==> config.mk <==
export PLATFORM = sky130hd
export DESIGN_NAME = rrr_block_enumerative_codec
export DESIGN_NICKNAME = d
export VERILOG_FILES = /design/src/hdl/rrrc_pkg.sv /design/src/hdl/rrrc_cell.sv /design/src/hdl/rrr_block_enumerative_codec.sv
export SDC_FILE = /design/constraint.sdc
export NUM_CORES = 2
export LEC_CHECK = 0
export BUFFER_PORTS_ARGS = -buffer_cell sky130_fd_sc_hd__buf_2
export CAP_MARGIN = 20
export CORE_ASPECT_RATIO = 1.75
export CORE_MARGIN = 2
export CORE_UTILIZATION = 55
export CTS_CLUSTER_DIAMETER = 80
export DETAILED_ROUTE_END_ITERATION = 8
export HOLD_SLACK_MARGIN = 0.03
export PLACE_DENSITY = 0.74
export SETUP_SLACK_MARGIN = 0.15
export SYNTH_ARGS = -nofsm -noshare
export SYNTH_HDL_FRONTEND = slang
export SYNTH_HIERARCHICAL = 1
export SYNTH_SLANG_ARGS = --single-unit
==> constraint.sdc <==
create_clock -name clk -period 4.8 [get_ports clk]
set_clock_uncertainty 0.1 [all_clocks]
set_input_delay 0.96 -clock clk [delete_from_list [all_inputs] [get_ports clk]]
set_output_delay 0.96 -clock clk [all_outputs]
set_load 0.005 [all_outputs]
==> src/hdl/rrrc_pkg.sv <==
// shared types and constants for the enumerative block codec
// payload structs, the per-cell stage record and the binomial helper; no dependencies
`timescale 1ns / 1ps
`default_nettype none

package rrrc_pkg;

  // fixed field widths
  localparam int unsigned BLOCK_W   = 16;
  localparam int unsigned CLASS_W   = 5;
  localparam int unsigned OFFSET_W  = 14;
  localparam int unsigned DEF_BLOCK_BITS = 16;
  localparam int unsigned CLASS_NUM = 1 << CLASS_W;

  // command codes
  localparam logic CMD_ENCODE = 1'b0;
  localparam logic CMD_DECODE = 1'b1;

  // input transfer
  typedef struct packed {
    logic                cmd;
    logic [CLASS_W-1:0]  class_count;
    logic [BLOCK_W-1:0]  block;
    logic [OFFSET_W-1:0] offset;
  } in_t;

  // result transfer
  typedef struct packed {
    logic [BLOCK_W-1:0]  block_out;
    logic [OFFSET_W-1:0] offset_out;
    logic                error;
  } out_t;

  // record handed from cell to cell
  typedef struct packed {
    logic                cmd;
    logic [CLASS_W-1:0]  ones_left;  // set bits still to place or see
    logic [OFFSET_W-1:0] acc;        // running offset on encode, remainder on decode
    logic [BLOCK_W-1:0]  bits;       // source block on encode, built block on decode
    logic                err;
  } stage_t;

  // binomial coefficient by pascal rows, elaboration-time use only
  function automatic logic [31:0] binom(input int unsigned n, input int unsigned k);
    logic [31:0] row [0:32];
    int          i;
    int          m;
    for (m = 0; m <= 32; m++) begin
      row[m] = 32'd0;
    end
    row[0] = 32'd1;
    for (i = 1; i <= 32; i++) begin
      if (i <= int'(n)) begin
        for (m = 32; m >= 1; m--) begin
          if (m <= i) begin
            row[m] = row[m] + row[m-1];
          end
        end
      end
    end
    return (k <= 32) ? row[k] : 32'd0;
  endfunction

endpackage

`default_nettype wire

==> src/hdl/rrrc_cell.sv <==
// one bit position of the codec chain: encodes or decodes bit POS
// depends on rrrc_pkg for the stage record and binomial constants
`timescale 1ns / 1ps
`default_nettype none

module rrrc_cell #(
  parameter int unsigned POS = 0
) (
  input  wire logic             clk,
  input  wire logic             rst_n,
  input  wire logic             up_valid,
  output logic                  up_ready,
  input  wire rrrc_pkg::stage_t up_data,
  output logic                  dn_valid,
  input  wire logic             dn_ready,
  output rrrc_pkg::stage_t      dn_data
);

  logic [rrrc_pkg::OFFSET_W-1:0] coef_tbl [rrrc_pkg::CLASS_NUM];
  logic [rrrc_pkg::OFFSET_W-1:0] coef;
  logic                          ones_nz;
  logic                          valid_r;
  rrrc_pkg::stage_t              data_r;
  rrrc_pkg::stage_t              data_nxt;

  // C(POS, j) for every count j
  for (genvar k = 0; k < int'(rrrc_pkg::CLASS_NUM); k++) begin : g_coef
    assign coef_tbl[k] = rrrc_pkg::OFFSET_W'(rrrc_pkg::binom(POS, k));
  end

  assign coef    = coef_tbl[up_data.ones_left];
  assign ones_nz = (up_data.ones_left != '0);

  // bit step: add on encode, compare and subtract on decode
  always_comb begin
    data_nxt = up_data;
    unique case (up_data.cmd)
      rrrc_pkg::CMD_ENCODE: begin
        if (up_data.bits[POS]) begin
          if (!ones_nz) begin
            data_nxt.err = 1'b1;
          end else begin
            data_nxt.acc       = up_data.acc + coef;
            data_nxt.ones_left = up_data.ones_left - 1'b1;
          end
        end
      end
      rrrc_pkg::CMD_DECODE: begin
        if (ones_nz && (coef <= up_data.acc)) begin
          data_nxt.bits[POS] = 1'b1;
          data_nxt.acc       = up_data.acc - coef;
          data_nxt.ones_left = up_data.ones_left - 1'b1;
        end
      end
      default: begin
        data_nxt = up_data;
      end
    endcase
  end

  // stage register, moves whenever the next cell has room
  assign up_ready = !valid_r || dn_ready;

  always_ff @(posedge clk) begin
    if (!rst_n) begin
      valid_r <= 1'b0;
    end else if (up_ready) begin
      valid_r <= up_valid;
    end
  end

  always_ff @(posedge clk) begin
    if (up_ready && up_valid) begin
      data_r <= data_nxt;
    end
  end

  assign dn_valid = valid_r;
  assign dn_data  = data_r;

endmodule

`default_nettype wire

==> src/hdl/rrr_block_enumerative_codec.sv <==
// top level of the enumerative block codec: entry stage, cell chain, result formatting
// depends on rrrc_pkg and rrrc_cell
//
// usage:
//   in_valid/in_stall/in_data carry one request per transfer: cmd selects encode
//   (class_count, block -> offset_out) or decode (class_count, offset -> block_out).
//   out_valid/out_stall/out_data return exactly one result per request, in order.
//   a class that does not match the block popcount, block bits above BLOCK_BITS,
//   or an offset at or beyond C(BLOCK_BITS, class) give error with zero payload.
// pipeline: one entry check register plus one register per bit cell, the cells
//   scanning from the top bit down.
// throughput: one request per cycle while out_stall is low; every cell is a stage of its own.
// stall: a stalled result holds out_data; each stage moves when the one after it
//   is empty or moving, so bubbles close up and in_stall rises only once the
//   whole chain is full.
// reset: synchronous rst_n empties every stage; no other state is kept.
`timescale 1ns / 1ps
`default_nettype none

module rrr_block_enumerative_codec #(
  parameter int unsigned BLOCK_BITS = rrrc_pkg::DEF_BLOCK_BITS
) (
  input  wire logic          clk,
  input  wire logic          rst_n,
  input  wire logic          in_valid,
  output logic               in_stall,
  input  wire rrrc_pkg::in_t in_data,
  output logic               out_valid,
  input  wire logic          out_stall,
  output rrrc_pkg::out_t     out_data
);

  logic [rrrc_pkg::OFFSET_W:0] limit_tbl [rrrc_pkg::CLASS_NUM];
  logic                        chain_valid [BLOCK_BITS+1];
  logic                        chain_ready [BLOCK_BITS+1];
  rrrc_pkg::stage_t            chain_data  [BLOCK_BITS+1];
  logic                        entry_valid_r;
  rrrc_pkg::stage_t            entry_r;
  rrrc_pkg::stage_t            entry_nxt;
  logic                        wide_err;
  logic                        range_err;
  rrrc_pkg::stage_t            last;

  // C(BLOCK_BITS, class) bound for decode
  for (genvar k = 0; k < int'(rrrc_pkg::CLASS_NUM); k++) begin : g_limit
    assign limit_tbl[k] = (rrrc_pkg::OFFSET_W+1)'(rrrc_pkg::binom(BLOCK_BITS, k));
  end

  // entry checks
  assign wide_err  = |(rrrc_pkg::BLOCK_W'(in_data.block >> BLOCK_BITS));
  assign range_err = ({1'b0, in_data.offset} >= limit_tbl[in_data.class_count]);

  always_comb begin
    entry_nxt.cmd       = in_data.cmd;
    entry_nxt.ones_left = in_data.class_count;
    unique case (in_data.cmd)
      rrrc_pkg::CMD_ENCODE: begin
        entry_nxt.acc  = '0;
        entry_nxt.bits = in_data.block;
        entry_nxt.err  = wide_err;
      end
      rrrc_pkg::CMD_DECODE: begin
        entry_nxt.acc  = in_data.offset;
        entry_nxt.bits = '0;
        entry_nxt.err  = range_err;
      end
      default: begin
        entry_nxt.acc  = '0;
        entry_nxt.bits = '0;
        entry_nxt.err  = 1'b1;
      end
    endcase
  end

  // entry register
  assign in_stall = entry_valid_r && !chain_ready[0];

  always_ff @(posedge clk) begin
    if (!rst_n) begin
      entry_valid_r <= 1'b0;
    end else if (!in_stall) begin
      entry_valid_r <= in_valid;
    end
  end

  always_ff @(posedge clk) begin
    if (!in_stall && in_valid) begin
      entry_r <= entry_nxt;
    end
  end

  assign chain_valid[0] = entry_valid_r;
  assign chain_data[0]  = entry_r;

  // bit cells, highest position first
  for (genvar i = 0; i < int'(BLOCK_BITS); i++) begin : g_cell
    rrrc_cell #(
      .POS (BLOCK_BITS - 1 - i)
    ) u_cell (
      .clk      (clk),
      .rst_n    (rst_n),
      .up_valid (chain_valid[i]),
      .up_ready (chain_ready[i]),
      .up_data  (chain_data[i]),
      .dn_valid (chain_valid[i+1]),
      .dn_ready (chain_ready[i+1]),
      .dn_data  (chain_data[i+1])
    );
  end

  // result formatting from the last cell
  assign chain_ready[BLOCK_BITS] = !out_stall;
  assign last      = chain_data[BLOCK_BITS];
  assign out_valid = chain_valid[BLOCK_BITS];

  always_comb begin
    out_data.error      = last.err || (last.ones_left != '0);
    out_data.block_out  = '0;
    out_data.offset_out = '0;
    if (!out_data.error) begin
      if (last.cmd == rrrc_pkg::CMD_DECODE) begin
        out_data.block_out = last.bits;
      end else begin
        out_data.offset_out = last.acc;
      end
    end
  end

endmodule

`default_nettype wire
==> reports/qor.csv <==
stage;metric;value;unit
status;run status;finished clean;
worst_setup_path;crit path DAT;3570;ps
logic_synthesis;Post-synth EDFFs;629;
routing;DR DRC count;0;
die;I/O pin count;73;
pwr;leakage power;17.1;nW
finish;most frequent cells in the layout;edfxtp_1, ha_1, nor2_1;
die;Die ar.;0.0792;mm2
global_routing;vias in the first global route;30300;
sta;final hold slack;305;ps
logic_synthesis;synth warn;6;
worst_setup_path;crit path max fanout;3;
finish;area grow syn2layout;8.10;%
routing;WL final;105000;um
placed_design;placed cell count;4880;
sta;fin crit period;4630;ps
sta;Hold Vio Cnt, Final;0;
worst_setup_path;WP buf/inv;3;
logic_synthesis;Synth Area in Compound Gates;15.7;%
worst_setup_path;critical path type;primary input to primary output;
clock_tree;clk root buf;clkbuf_16;
worst_setup_path;r2r endpoint;g_cell[0].u_cell/dn_data[22];
logic_synthesis;Mapped Nets;4280;
finish;Post-Layout Cell Count;5001;
finish;final instance area;0.0457;mm2
placed_design;Setup WS pre-CTS;-429;ps
clock_tree;CTS Buffer Depth;3;
finish;# diodes;0;
sta;max-slew violations;0;
logic_synthesis;Synth Register Bits;646;
routing;DRT iter0 DRCs;2055;
clock_tree;TritonCTS clock tree;yes;
clock_tree;H-tree depth;2;
clock_tree;clk slew on worst S/H paths;70;ps
worst_setup_path;cell family with most CP delay;simple AND/OR/NAND/NOR gates;
die;die height;371;um
logic_synthesis;Syn Inst Count;3903;
die;chip width;214;um
sta;final setup vio count;0;
worst_setup_path;RR Startpoint;chain_data[625];
finish;fin nets;4307;
clock_tree;CTS Buf Count;59;
global_routing;global-route wire length before repair;162000;um
finish;utilization after layout;59.9;%
logic_synthesis;multiplexer share of the synthesized area;2.83;%
job;number of max-cap violations;0;
placed_design;Buffers on Ports;72;
logic_synthesis;Distinct cells, synth;158;
placed_design;Cell Area, Placed;0.0434;mm2
worst_setup_path;startpoint class of the critical path;primary input;
placed_design;GPL Wtd Cong;0.959;
hold_path;hold_sp;g_cell[5].u_cell/dn_data[8];
global_routing;largest net degree at the start of global routing;38;
die;num rows;134;
pwr;worst vdd ir;0.272;mV
routing;drt wl/cell;20.9;um
pwr;total power;12.2;mW
placed_design;Post-DP HPWL;81100;um
routing;Avg Vias per Cell;6.02;
worst_setup_path;Required @ worst endpoint;3740;ps
global_routing;Tot GR Track Use;26.4;%
sta;setup TNS;0;ps
sta;unrepaired setup endpoints after global routing;yes;
worst_setup_path;CP max stage cell;nand2b_4;
die;core area;0.0763;mm2
worst_setup_path;max incr delay on CP;150;ps
worst_setup_path;cell mode on critical path;nand2b_4;
sta;Final WS setup;171;ps
sta;Peak Freq;216;MHz
logic_synthesis;adder-cell share of the synthesized area;10.5;%
finish;layout cell share with drive strength beyond 1;11.3;%
worst_setup_path;R2R Setup Slk;480;ps
worst_setup_path;Crit path depth;20;
hold_path;hold path depth;0;
logic_synthesis;Mapped Area;0.0423;mm2
logic_synthesis;Post-synth top flop;edfxtp_1;
logic_synthesis;mean post-synth cell area;10.8;um2
hold_path;hold worst-path end;g_cell[6].u_cell/dn_data[8];
sta;actual slew at the worst max-slew pin;1100;ps
finish;most common cell after layout, fill and taps aside;edfxtp_1;
worst_setup_path;Worst setup EP type;primary output;
logic_synthesis;main combinational cell family by area after synthesis;simple AND/OR/NAND/NOR gates;
sta;Final period util;96.4;%
logic_synthesis;register area share after synthesis;45.5;%
routing;Vias;30100;
sta;Slew HR;26.6;%
clock_tree;clk_lat worst skew;680;ps
global_routing;remaining global-route overflow;0;
routing;DR pass1 iterations;5;
clock_tree;hold_buf cts;0;
worst_setup_path;worst path cell trace;buf_6 -> inv_2 -> nand2b_4 -> nand2b_4 -> nand2b_4 -> nand2b_4 -> nand2b_4 -> nand2b_4 -> nand2b_4 -> nand2b_4 -> nand2b_4 -> nand2b_4 -> nand2b_4 -> nand2b_4 -> nand2b_4 -> nand2b_4 -> nand2b_4 -> nand2b_4 -> nor2b_4 -> buf_2;
clock_tree;CTS sink cnt;646;
hold_path;Hold Path Class;flip-flop to flip-flop;
worst_setup_path;FF-to-FF path depth;13;
routing;Detail Route Antenna Nets;0;
die;Initial Util;55.4;%
logic_synthesis;Async SR Flop Fraction;0;%
logic_synthesis;Synth Area in XOR/XNOR;4.87;%
global_routing;antenna violations before repair;1;
pwr;pwr/cell area;267;mW/mm2
logic_synthesis;Post-Synth Simple-Gate Area;16.1;%
-- what timing repair did --
| item | CTS | global route |
|---|---|---|
| buffers inserted | 2 | 5 |
| resized for setup | 18 | 3 |
| setup endpoints to repair | 1 | 3 |
-- cells by family after synthesis --
| kind of cell | Yosys count |
|---|---|
| muxes | 113 |
| DFF | 646 |
| adders and majority gates | 337 |
| and+or+nand+nor | 1243 |
| buffers and inverters | 430 |
| xor gates and xnor gates | 235 |
| AOI/OAI and AO/OA | 899 |
-- synth_stat cells (41+ instances only) --
| cell | instances | share of area [%] |
|---|---|---|
| edfxtp_1 | 629 | 45 |
| ha_1 | 309 | 9.1 |
| nor2_1 | 282 | 2.5 |
| inv_1 | 275 | 2.4 |
| nand2_1 | 214 | 1.9 |
| a21oi_1 | 175 | 2.1 |
| xnor2_1 | 159 | 3.3 |
| o21ai_0 | 135 | 1.6 |
| nand2b_1 | 102 | 1.5 |
| nor3_1 | 92 | 1.1 |
| nor2b_1 | 89 | 1.3 |
| and2_1 | 77 | 1.1 |
| xor2_1 | 76 | 1.6 |
| mux2i_1 | 74 | 1.8 |
| nand3_1 | 73 | 0.86 |
| clkbuf_1 | 59 | 0.52 |
| a21o_1 | 52 | 0.92 |
| a211oi_1 | 43 | 0.76 |
| a31oi_1 | 41 | 0.61 |
-- worst max path at each step --
stage	startpoint	to	slack (ps)
CTS	out_stall	in_stall	150
global placement	out_stall	in_stall	-500
finish	out_stall	in_stall	170
global route	out_stall	in_stall	60
floorplan	out_stall	in_stall	160
detailed placement	out_stall	in_stall	-430
-- per-layer routing --
metal	up-vias	routed length [um]	global-route usage (%)
li1	14500	-	-
met1	14500	34600	24.4
met2	828	58000	51.6
met3	350	3230	2.92
met4	0	8890	20.3
met5	-	0	0
-- where the power goes --
part | switching, mW | total [mW] | internal, mW | leakage, nW
Combinational | 0.535 | 0.902 | 0.367 | 10.5
Sequential | 0.0683 | 6.25 | 6.19 | 5.64
Clock | 2.24 | 5.08 | 2.84 | 1.01
-- final cells by class --
class	instances	area, um2
repair buffers	117	754
clock inverters	46	594
flip-flops and latches	646	19200
well taps	1020	1280
fillers	6275	30600
inverters	279	1050
clock buffers	66	1520
multi-input cells	2827	21300
-- registers in the layout, indices dropped and copies added, names as in the netlist --
| name | count |
|---|---|
| g_cell.u_cell/dn_data | 592 |
| chain_data | 37 |
| g_cell.u_cell/dn_valid | 16 |
| entry_valid_r | 1 |
-- worst reg2reg max path, stage by stage, from the launching register on --
cell and delay [ps]:
edfxtp_1 660, clkinv_1 360, or3_1 440, o211ai_1 100, nand2_1 80, nand2_1 90, ha_1 340, nand2b_2 140
a211oi_1 110, o311a_4 390, o31a_4 370, o21ai_4 370, mux2i_1 140, mux2i_1 380
Power figures use the tool's default switching activity.
